$ cat config.mk
export PLATFORM = sky130hd
export DESIGN_NAME = act_ctrl
export DESIGN_NICKNAME = d
export VERILOG_FILES = /design/src/rtl/act_pkg.sv /design/src/rtl/act_ctrl.sv
export SDC_FILE = /design/constraint.sdc
export NUM_CORES = 1
export LEC_CHECK = 0
export ABC_AREA = 1
export BUFFER_PORTS_ARGS = -buffer_cell sky130_fd_sc_hd__buf_2
export CAP_MARGIN = 15
export CORE_AREA = 3 3 40 42
export CTS_CLUSTER_DIAMETER = 200
export DETAILED_ROUTE_END_ITERATION = 12
export DIE_AREA = 0 0 43 45
export MAX_ROUTING_LAYER = met4
export PLACE_DENSITY = 0.3
export SLEW_MARGIN = 0
export SYNTH_ARGS = -nofsm -noshare
export SYNTH_HDL_FRONTEND = slang
export SYNTH_SLANG_ARGS = --single-unit
export TNS_END_PERCENT = 5
$ cat constraint.sdc
create_clock -name aclk -period 1.05 [get_ports aclk]
set_clock_uncertainty 0.15 [all_clocks]
set_input_delay 0.0525 -clock aclk [delete_from_list [all_inputs] [get_ports aclk]]
set_output_delay 0.0525 -clock aclk [all_outputs]
set_load 0.01 [all_outputs]
$ cat src/rtl/act_pkg.sv
// Shared constants, types and helpers for the advertiser churn tracker.
// Used by act_ctrl, act_dp and advertiser_churn_tracker_unit; no dependencies.
`timescale 1ns / 1ps

package act_pkg;

    localparam int DEFAULT_TABLE_DEPTH = 256;

    localparam int ADDR_W  = 48;
    localparam int TYPE_W  = 2;
    localparam int KEY_W   = ADDR_W + TYPE_W;
    localparam int CODE_W  = 16;
    localparam int CNT32_W = 32;
    localparam int OUTCNT_W = 9;

    localparam logic [CODE_W-1:0] CID_A       = 16'h004C;
    localparam logic [CODE_W-1:0] CID_B       = 16'h0006;
    localparam logic [CODE_W-1:0] CID_C       = 16'h00E0;
    localparam logic [CODE_W-1:0] CID_D       = 16'h0075;
    localparam logic [CODE_W-1:0] SVC_PAIRING = 16'hFE2C;

    localparam logic [TYPE_W-1:0] ATYPE_RANDOM    = 2'd1;
    localparam logic [TYPE_W-1:0] ATYPE_RANDOM_ID = 2'd3;

    localparam logic MODE_CLEAR = 1'b1;

    localparam logic [CNT32_W-1:0] SAT32 = 32'hFFFF_FFFF;

    // controller -> datapath
    typedef struct packed {
        logic start;        // latch advert, bump tallies, rewind search
        logic clear;        // new window
        logic scan;         // search pipeline running
        logic commit_hit;   // update matching entry
        logic commit_miss;  // append new entry or flag overflow
        logic load_out;     // snapshot statistics into result register
    } act_cmd_t;

    // datapath -> controller
    typedef struct packed {
        logic hit;
        logic miss;
        logic out_free;
    } act_status_t;

    function automatic logic [CNT32_W-1:0] sat_inc(input logic [CNT32_W-1:0] v);
        sat_inc = (v == SAT32) ? v : v + 32'd1;
    endfunction

endpackage

$ cat src/rtl/act_ctrl.sv
// Sequencer for the churn tracker: accept, table search, commit, result hand-off.
// Depends on act_pkg; drives act_dp through act_cmd_t.
`timescale 1ns / 1ps

module act_ctrl (
    input  logic                 aclk,
    input  logic                 aresetn,
    input  logic                 s_valid,
    input  logic                 s_mode,
    output logic                 s_ready,
    input  act_pkg::act_status_t status,
    output act_pkg::act_cmd_t    cmd
);
    import act_pkg::*;

    localparam logic [1:0] ST_IDLE = 2'd0;
    localparam logic [1:0] ST_SCAN = 2'd1;
    localparam logic [1:0] ST_OUT  = 2'd2;

    logic [1:0] state_reg;
    logic [1:0] state_next;

    always_ff @(posedge aclk) begin
        if (!aresetn) begin
            state_reg <= ST_IDLE;
        end else begin
            state_reg <= state_next;
        end
    end

    always_comb begin
        state_next = state_reg;
        cmd        = '0;
        s_ready    = 1'b0;
        case (state_reg)
            ST_IDLE: begin
                s_ready = 1'b1;
                if (s_valid) begin
                    if (s_mode == MODE_CLEAR) begin
                        cmd.clear  = 1'b1;
                        state_next = ST_OUT;
                    end else begin
                        cmd.start  = 1'b1;
                        state_next = ST_SCAN;
                    end
                end
            end
            ST_SCAN: begin
                cmd.scan = 1'b1;
                if (status.hit) begin
                    cmd.commit_hit = 1'b1;
                    state_next     = ST_OUT;
                end else if (status.miss) begin
                    cmd.commit_miss = 1'b1;
                    state_next      = ST_OUT;
                end
            end
            ST_OUT: begin
                if (status.out_free) begin
                    cmd.load_out = 1'b1;
                    state_next   = ST_IDLE;
                end
            end
            default: begin
                state_next = ST_IDLE;
            end
        endcase
    end

endmodule

---- Word level (Yosys, flattened, before mapping) ----
Cells that the tools add are included.
word-level totals
  bits in registers ....................... 2
  bits of input ports ..................... 7
  output and inout port bits .............. 7
  word-level logic and storage cells ...... 25
operators by class
  eq/ne operators ......................... 5
  multiplexer cells ....................... 17
  reduce and logical (&&, ||, !) cells .... 2
operators by type and width
  cell                                                  number
  2-to-1 mux 2 bit                                      7
  2-to-1 mux 1 bit                                      8
  case mux 2 bit (3 select lines)                       1
  inequality test 2 bit (second input constant)         2
  2-to-1 mux 3 bit                                      1
  inequality test 3 bit (second input constant)         1
  AND reduction 3 bit                                   1
  equality test 2 x 1 -> 1 bit (second input constant)  1
  equality test 2 bit (second input constant)           1
  zero test 2 bit                                       1

---- Logic depth before layout (Yosys ltp) ----
Gate-level depths: netlist of the first run.
  depth after elaboration ................. 3
  gate-level depth with buffers ........... 5
  mapped depth without buffers ............ 5

---- Worst setup path after synthesis of the first run ----
No wires, ideal clock.
  kind .................................... reg2out
  from .................................... reg state_reg[0]
  to ...................................... out cmd[1] in the netlist's numbering
  arrival ................................. 0.815 ns
  required time ........................... 0.847 ns
  path slack .............................. 0.033 ns
  stages on the path, launching flop included .. 5
  path buffers ............................ 0
  cell sequence ........................... dfxtp_1 inv_2 nor2_2 inv_1 nor2_1
RTL lines
  element                 line            source
  from (decl)             act_ctrl.sv:20  logic [1:0] state_reg;
  from (signal assigned)  act_ctrl.sv:27  state_reg <= state_next;
  to (decl)               act_ctrl.sv:12  output act_pkg::act_cmd_t cmd

==> results of run 1 <==
[stage by stage]
| step | std cells | hold slack [ps] | util [%] | instance area [sq um] | power (W) |
|---|---|---|---|---|---|
| after global routing | 63 | 8.131 | 24.63 | 316.6 | 0.0003881 |
| final | 63 | -25.45 | 24.63 | 316.6 | 0.0003510 |
| after global placement | 57 | 165.4 | 18.79 | 241.5 | 0.0001679 |
| after detailed placement | 57 | 166.0 | 18.79 | 241.5 | 0.0001663 |
| after CTS | 63 | -29.40 | 24.25 | 311.5 | 0.0003642 |
| after floorplan | 29 | 40.95 | - | 157.7 | 0.0001331 |
[repair_timing]
action	in CTS	in global routing
hold endpoints to repair	2	0
resized for setup	7	2
setup endpoints to repair	7	9
pin swaps	1	1
gates cloned	0	0
hold buffers	3	0
[cells by family after synthesis]
| kind of cell | count (synthesis) | synth area share [%] |
|---|---|---|
| AOI/OAI and AO/OA | 1 | 7.142 |
| buffers and inverters | 6 | 14.28 |
| DFF | 2 | 25.40 |
| and+or+nand+nor | 20 | 53.17 |
[report_power, final]
part           internal, W  leakage (nW)  switching (W)  total (W)
Clock             0.000126        0.0138      0.0000436   0.000170
Combinational    0.0000442         0.145      0.0000459  0.0000901
Sequential       0.0000815        0.0175     0.00000966  0.0000912
Total             0.000252         0.177      0.0000991   0.000351
[worst min-delay path, stage by stage]
cell and delay [ps]:
buf_2 90, nor2_2 40, nand2_2 70, a21boi_2 50
[synthesized netlist by cell type, drive strengths merged]
library cell,n,area [sq um]
nand3,1,5.000
dfxtp,2,40.04
nand2,6,25.03
a21boi,1,11.26
nor2,13,53.80
inv,6,22.52
[area by class of cell]
class                   count  area share (%)
clock buffers               3           7.115
inverters                   6           7.905
multi-input cells          21           34.78
flip-flops and latches      2           14.23
well taps                  15           5.929
repair buffers             16           30.04
[routing by layer]
layer / wire length (um) / up-vias / part of all wire, % / track usage [%]
li1: - / 124 / - / -
met1: 216 / 90 / 47 / 7.399
met2: 215 / 10 / 47 / 8.383
met3: 30 / 0 / 6.5 / 2.390
met4: 0 / 0 / 0 / 7.229
met5: 0 / - / 0 / -
[worst paths after layout]
path | startpoint | end | cells after the start
setup reg to reg | state_reg[0]$_SDFFE_PN0P_ | state_reg[1]$_SDFFE_PN0P_ | 5
setup / recovery | state_reg[0]$_SDFFE_PN0P_ | cmd[1] | 5
hold / removal | status[2] | state_reg[0]$_SDFFE_PN0P_ | 4
hold reg to reg | state_reg[0]$_SDFFE_PN0P_ | state_reg[0]$_SDFFE_PN0P_ | 4
==> impl_metrics.toml, run 1 <==
[outcome]
status = "finished with violations"
violations = "negative hold slack, negative setup slack"

[clock_tree]
cts.sinks = 2
clk_latency_ps = 220
cts_max_level = 1
cts_tree = "done"
postCtsSetupBuffers = 0
clk_pin_slew_ps = 30
clock_path_buffers = 2
cts-buffers-inserted = 3
cts_root_buffer = "clkbuf_4"

[floorplan]
die_y_um = 45
core_region_area_sq_mm = 0.001285
start_util_pct = 12.27
rows = 13
io_pins = 14
die_w_um = 43
die-area_sq_mm = 0.001935

[logic_synthesis]
synth_seq_area_share_pct = 25.40
synth_cell_type_count = 9
yosys_warnings = 0
syn_area_per_cell_sq_um = 5.436
synthCells = 29
ys_ff_latch = 2
syn-num-nets = 36
syn-cell-area_sq_um = 157.7

[critical_path]
cp_slowest_cell = "dfxtp_4"
path_buf_inv = 3
crit_family = "flip-flops"
end_kind = "primary output"
reg2reg_slack_ps = 110
critPathArrivalTime_ps = 970
crit_path_max_fanout = 3
cp_slowest_stage_delay_ps = 370
path_cells = "inv_4, nor2_4, inv_2, nor2_1, buf_2"
cp-start-kind = "flop"
path_class = "flop to primary output"
cp.required_ps = 850

[drt]
antenna_left = 0
drtIter0Drc = 4
avgRoutedWirePerCell_um = 7.333
dr.pass1.iters = 4
viasPerCell = 3.556
via_count = 224
drc = 0
wl_um = 462

[sta]
setup_viol = 6
min_period_ps = 1175
period_share_pct = 111.9
finalHoldViolCount = 1
worst_pin_slew_ps = 138.3
slew_viol_final = 0
setup_slack_ps = -124.6
slew_headroom_pct = 90.78
totalNegativeSetupSlack_ps = -543.7
whs_ps = -25.45
rsz0062_at_grt = "true"
fmax_mhz = 851.4

[final_layout]
diodes = 0
syn2layout_area_growth_pct = 100.8
final_cell_mix = "13 x buf_2, 9 x nor2_1, 5 x nand2_1"
drive_gt1_share_pct = 54.17
regArea_sq_um = 45.04
final_common_cell = "buf_2"
largest_reg_flops = 2
finalNetCount = 57
multi_input_area_sq_um = 110.1
n_fill_cell = 152

[grt]
gr-total-overflow = 0
grt_max_degree = 5
antenna_found_initial = 0
grt_first_pass_wirelength_um = 862
grt_usage_pct = 6.581
grt_pass1_vias = 224

[job]
maxCapViolCount = 0

[power_and_ir_drop]
leakage_nw = 0.1768
irDropWorstVdd_mv = 0.4006
p_per_area_mw_per_mm2 = 1109

[placement]
gp_congestion = 0.6138
dp_hpwl_um = 369.8
pre_cts_slack_ps = 19.33
io_buffers = 13

[min_path]
hp-class = "input pin to flop"
(Power assumes the default switching activity.)
==> inputs of run 2 (changes only) <==
--- a/config.mk
+++ b/config.mk
@@ -5,13 +5,12 @@
 export SDC_FILE = /design/constraint.sdc
 export NUM_CORES = 1
 export LEC_CHECK = 0
-export ABC_AREA = 1
-export BUFFER_PORTS_ARGS = -buffer_cell sky130_fd_sc_hd__buf_2
 export CAP_MARGIN = 15
 export CORE_AREA = 3 3 40 42
 export CTS_CLUSTER_DIAMETER = 200
 export DETAILED_ROUTE_END_ITERATION = 12
 export DIE_AREA = 0 0 43 45
+export DONT_BUFFER_PORTS = 1
 export MAX_ROUTING_LAYER = met4
 export PLACE_DENSITY = 0.3
 export SLEW_MARGIN = 0
==> run 2 against run 1 <==
The run still ends with negative hold slack, negative setup slack left. Final area fell by 9.9%. Sequential power rose by 4.5%. Combinational power fell by 8.0%. Critical path type unchanged. Largest power group unchanged.
==> impl_metrics.toml, run 2 <==
[outcome]
status = "finished with violations"
violations = "negative hold slack, negative setup slack"

[grt]
grt_first_pass_wirelength_um = 683
grt_pass1_vias = 172
antenna_found_initial = 0
gr-total-overflow = 0
grt_usage_pct = 5.475
grt_max_degree = 8

[final_layout]
instances_no_fill = 43
final_cell_mix = "6 x buf_4, 3 x clkbuf_4"
n_fill_cell = 154
drive_gt1_share_pct = 64.29
final_common_cell = "buf_4"
diodes = 0
syn2layout_area_growth_pct = 90.00
design_area_sq_um = 285.3
largest_reg_flops = 2
finalNetCount = 36

[sta]
min_period_ps = 1263
finalHoldViolCount = 2
slew_headroom_pct = 74.38
setup_slack_ps = -212.6
whs_ps = -142.8
rsz0062_at_grt = "true"
worst_pin_slew_ps = 381.4
setup_viol = 9
slew_viol_final = 0
fmax_mhz = 792.0
period_share_pct = 120.2

[logic_synthesis]
synth_common_cells = "2 x dfxtp_1, 2 x nand2_1, 2 x nor2_1, 2 x nor4b_2, 2 x o21a_1"
synth_cell_type_count = 11
synth-async-reset-ratio_pct = 0
synth.top_cells.by_area = "dfxtp_1 27%, nor4b_2 20%, a2111oi_2 10%"
yosys_warnings = 0
synth_seq_area_share_pct = 26.67
syn-cell-area_sq_um = 150.1
yosysTopAreaCell = "dfxtp_1"
ys.flop_type = "dfxtp_1"
synthCells = 16
ys_ff_latch = 2
syn_area_per_cell_sq_um = 9.384
synth_top_area_share_pct = 26.67
synth_edf_count = 0
syn-num-nets = 23

[drt]
via_count = 163
dr.pass1.iters = 4
avgRoutedWirePerCell_um = 10.79
drtIter0Drc = 2
drc = 0
antenna_left = 0
wl_um = 464
viasPerCell = 3.791

[clock_tree]
cts_tree = "done"
cts_max_level = 1
clk_pin_slew_ps = 40
cts.sinks = 2
clk_latency_ps = 230
cts_root_buffer = "clkbuf_4"
postCtsHoldBufs = 2
clock_path_buffers = 2
cts-buffers-inserted = 3

[min_path]
hold_path_depth = 2
hp-class = "input pin to flop"
min_to = "state_reg[1]$_SDFFE_PN0P_"
worstHoldStart = "s_mode"

[power_and_ir_drop]
internal-power_w = 0.0002751
pwr-share-clk_pct = 52.4
seq_power_share_pct = 25.4
p_per_area_mw_per_mm2 = 1313
leakage_nw = 0.1209
combPwrFrac_pct = 22.1
switchingPower_w = 0.00009947
irDropWorstVdd_mv = 0.3363
switching_share_pct = 26.56

[critical_path]
path_buf_inv = 0
startpoint = "state_reg[1]$_SDFFE_PN0P_"
critPathArrivalTime_ps = 1060
crit_path_max_fanout = 6
ff2ff_path_depth = 3
r2r-start = "state_reg[1]$_SDFFE_PN0P_"
cp.required_ps = 850
cp-start-kind = "flop"
rr_endpoint = "state_reg[1]$_SDFFE_PN0P_"
crit_family = "simple AND/OR/NAND/NOR gates"
cp_slowest_cell = "dfxtp_4"
path_cells = "and2b_2, and3b_2"
reg2reg_slack_ps = -80
cp_slowest_stage_delay_ps = 370
path_class = "flop to primary output"
end_kind = "primary output"

[placement]
dp_hpwl_um = 349.1
io_buffers = 0
pre_cts_slack_ps = -57.07
place_area_sq_um = 205.2
gp_congestion = 0.6107
placed_cells = 34

[job]
maxCapViolCount = 0

[floorplan]
die-area_sq_mm = 0.001935
die_y_um = 45
die_w_um = 43
rows = 13
start_util_pct = 11.68
io_pins = 14
core_region_area_sq_mm = 0.001285
run 2: changes by cell type in the layout (fill, tap and decap cells not counted), moves of 2 or more:
| cell | before | now |
|---|---|---|
| buf_4 | 0 | 6 |
| o21a_1 | 0 | 2 |
| nor2_1 | 9 | 1 |
| buf_2 | 13 | 0 |
| nor4b_4 | 0 | 2 |
| nor2_4 | 2 | 0 |
| inv_1 | 4 | 1 |
| nand2_1 | 5 | 2 |
run 2: cell families after synthesis:
logic type	synth area share, %
compound gates	19.99
buf+inv	2.498
flops	26.67
simple gates	50.84
run 2: worst max-delay path by stage:
| stage | endpoint | slack [ps] | cells past startpoint |
|---|---|---|---|
| 2_1_floorplan | state_reg[1]$_SDFFE_PN0P_ | -3 | 2 |
| 3_3_place_gp | state_reg[1]$_SDFFE_PN0P_ | -60 | 2 |
| 3_5_place_dp | state_reg[1]$_SDFFE_PN0P_ | -60 | 2 |
| 4_1_cts | cmd[1] | -220 | 2 |
| 5_1_grt | cmd[1] | -250 | 2 |
| 6_report | cmd[1] | -210 | 2 |
run 2: through the flow:
step / TNS [ps] / util [%] / total power [W] / hold slack [ps]
CTS: -1149 / 21.62 / 0.0003775 / -152.1
global route: -1553 / 22.20 / 0.0003971 / -136.8
global placement: -95.77 / 15.97 / 0.0001558 / 27.74
floorplan: -2.794 / - / 0.0001356 / -14.64
detailed placement: -85.56 / 15.97 / 0.0001557 / 28.65
finish: -1096 / 22.20 / 0.0003745 / -142.8
run 2: cell type report:
type                            instances  area [sq um]  share of cell area, %
Multi-Input combinational cell         13         126.4                  44.30
Timing Repair Buffer                    8         65.06                  22.81
Sequential cell                         2         45.04                  15.79
Clock buffer                            4         26.28                  9.211
Tap cell                               15         18.77                  6.579
Inverter                                1         3.754                  1.316
run 2: repair_timing:
action,CTS,global route
pin swaps,4,1
endpoints found under the setup margin,9,9
resized for setup,2,0
setup buffers,2,1
endpoints found under the hold margin,2,2
run 2: metal layers:
metal / track usage, % / routed length, um / up-vias
met5: - / 0 / -
met4: 5.422 / 0 / 0
met3: 3.187 / 58 / 0
met2: 9.581 / 263 / 7
met1: 3.589 / 143 / 74
li1: - / - / 82
run 2: power by group through the flow:
stage | sequential, W | combinational [W] | clock (W)
4_1_cts | 0.0000953 | 0.0000806 | 0.000202
6_report | 0.0000953 | 0.0000829 | 0.000196
2_1_floorplan | 0.0000950 | 0.0000406 | 0
3_3_place_gp | 0.0000979 | 0.0000579 | 0
3_5_place_dp | 0.0000975 | 0.0000582 | 0
5_1_grt | 0.0000968 | 0.0000894 | 0.000211
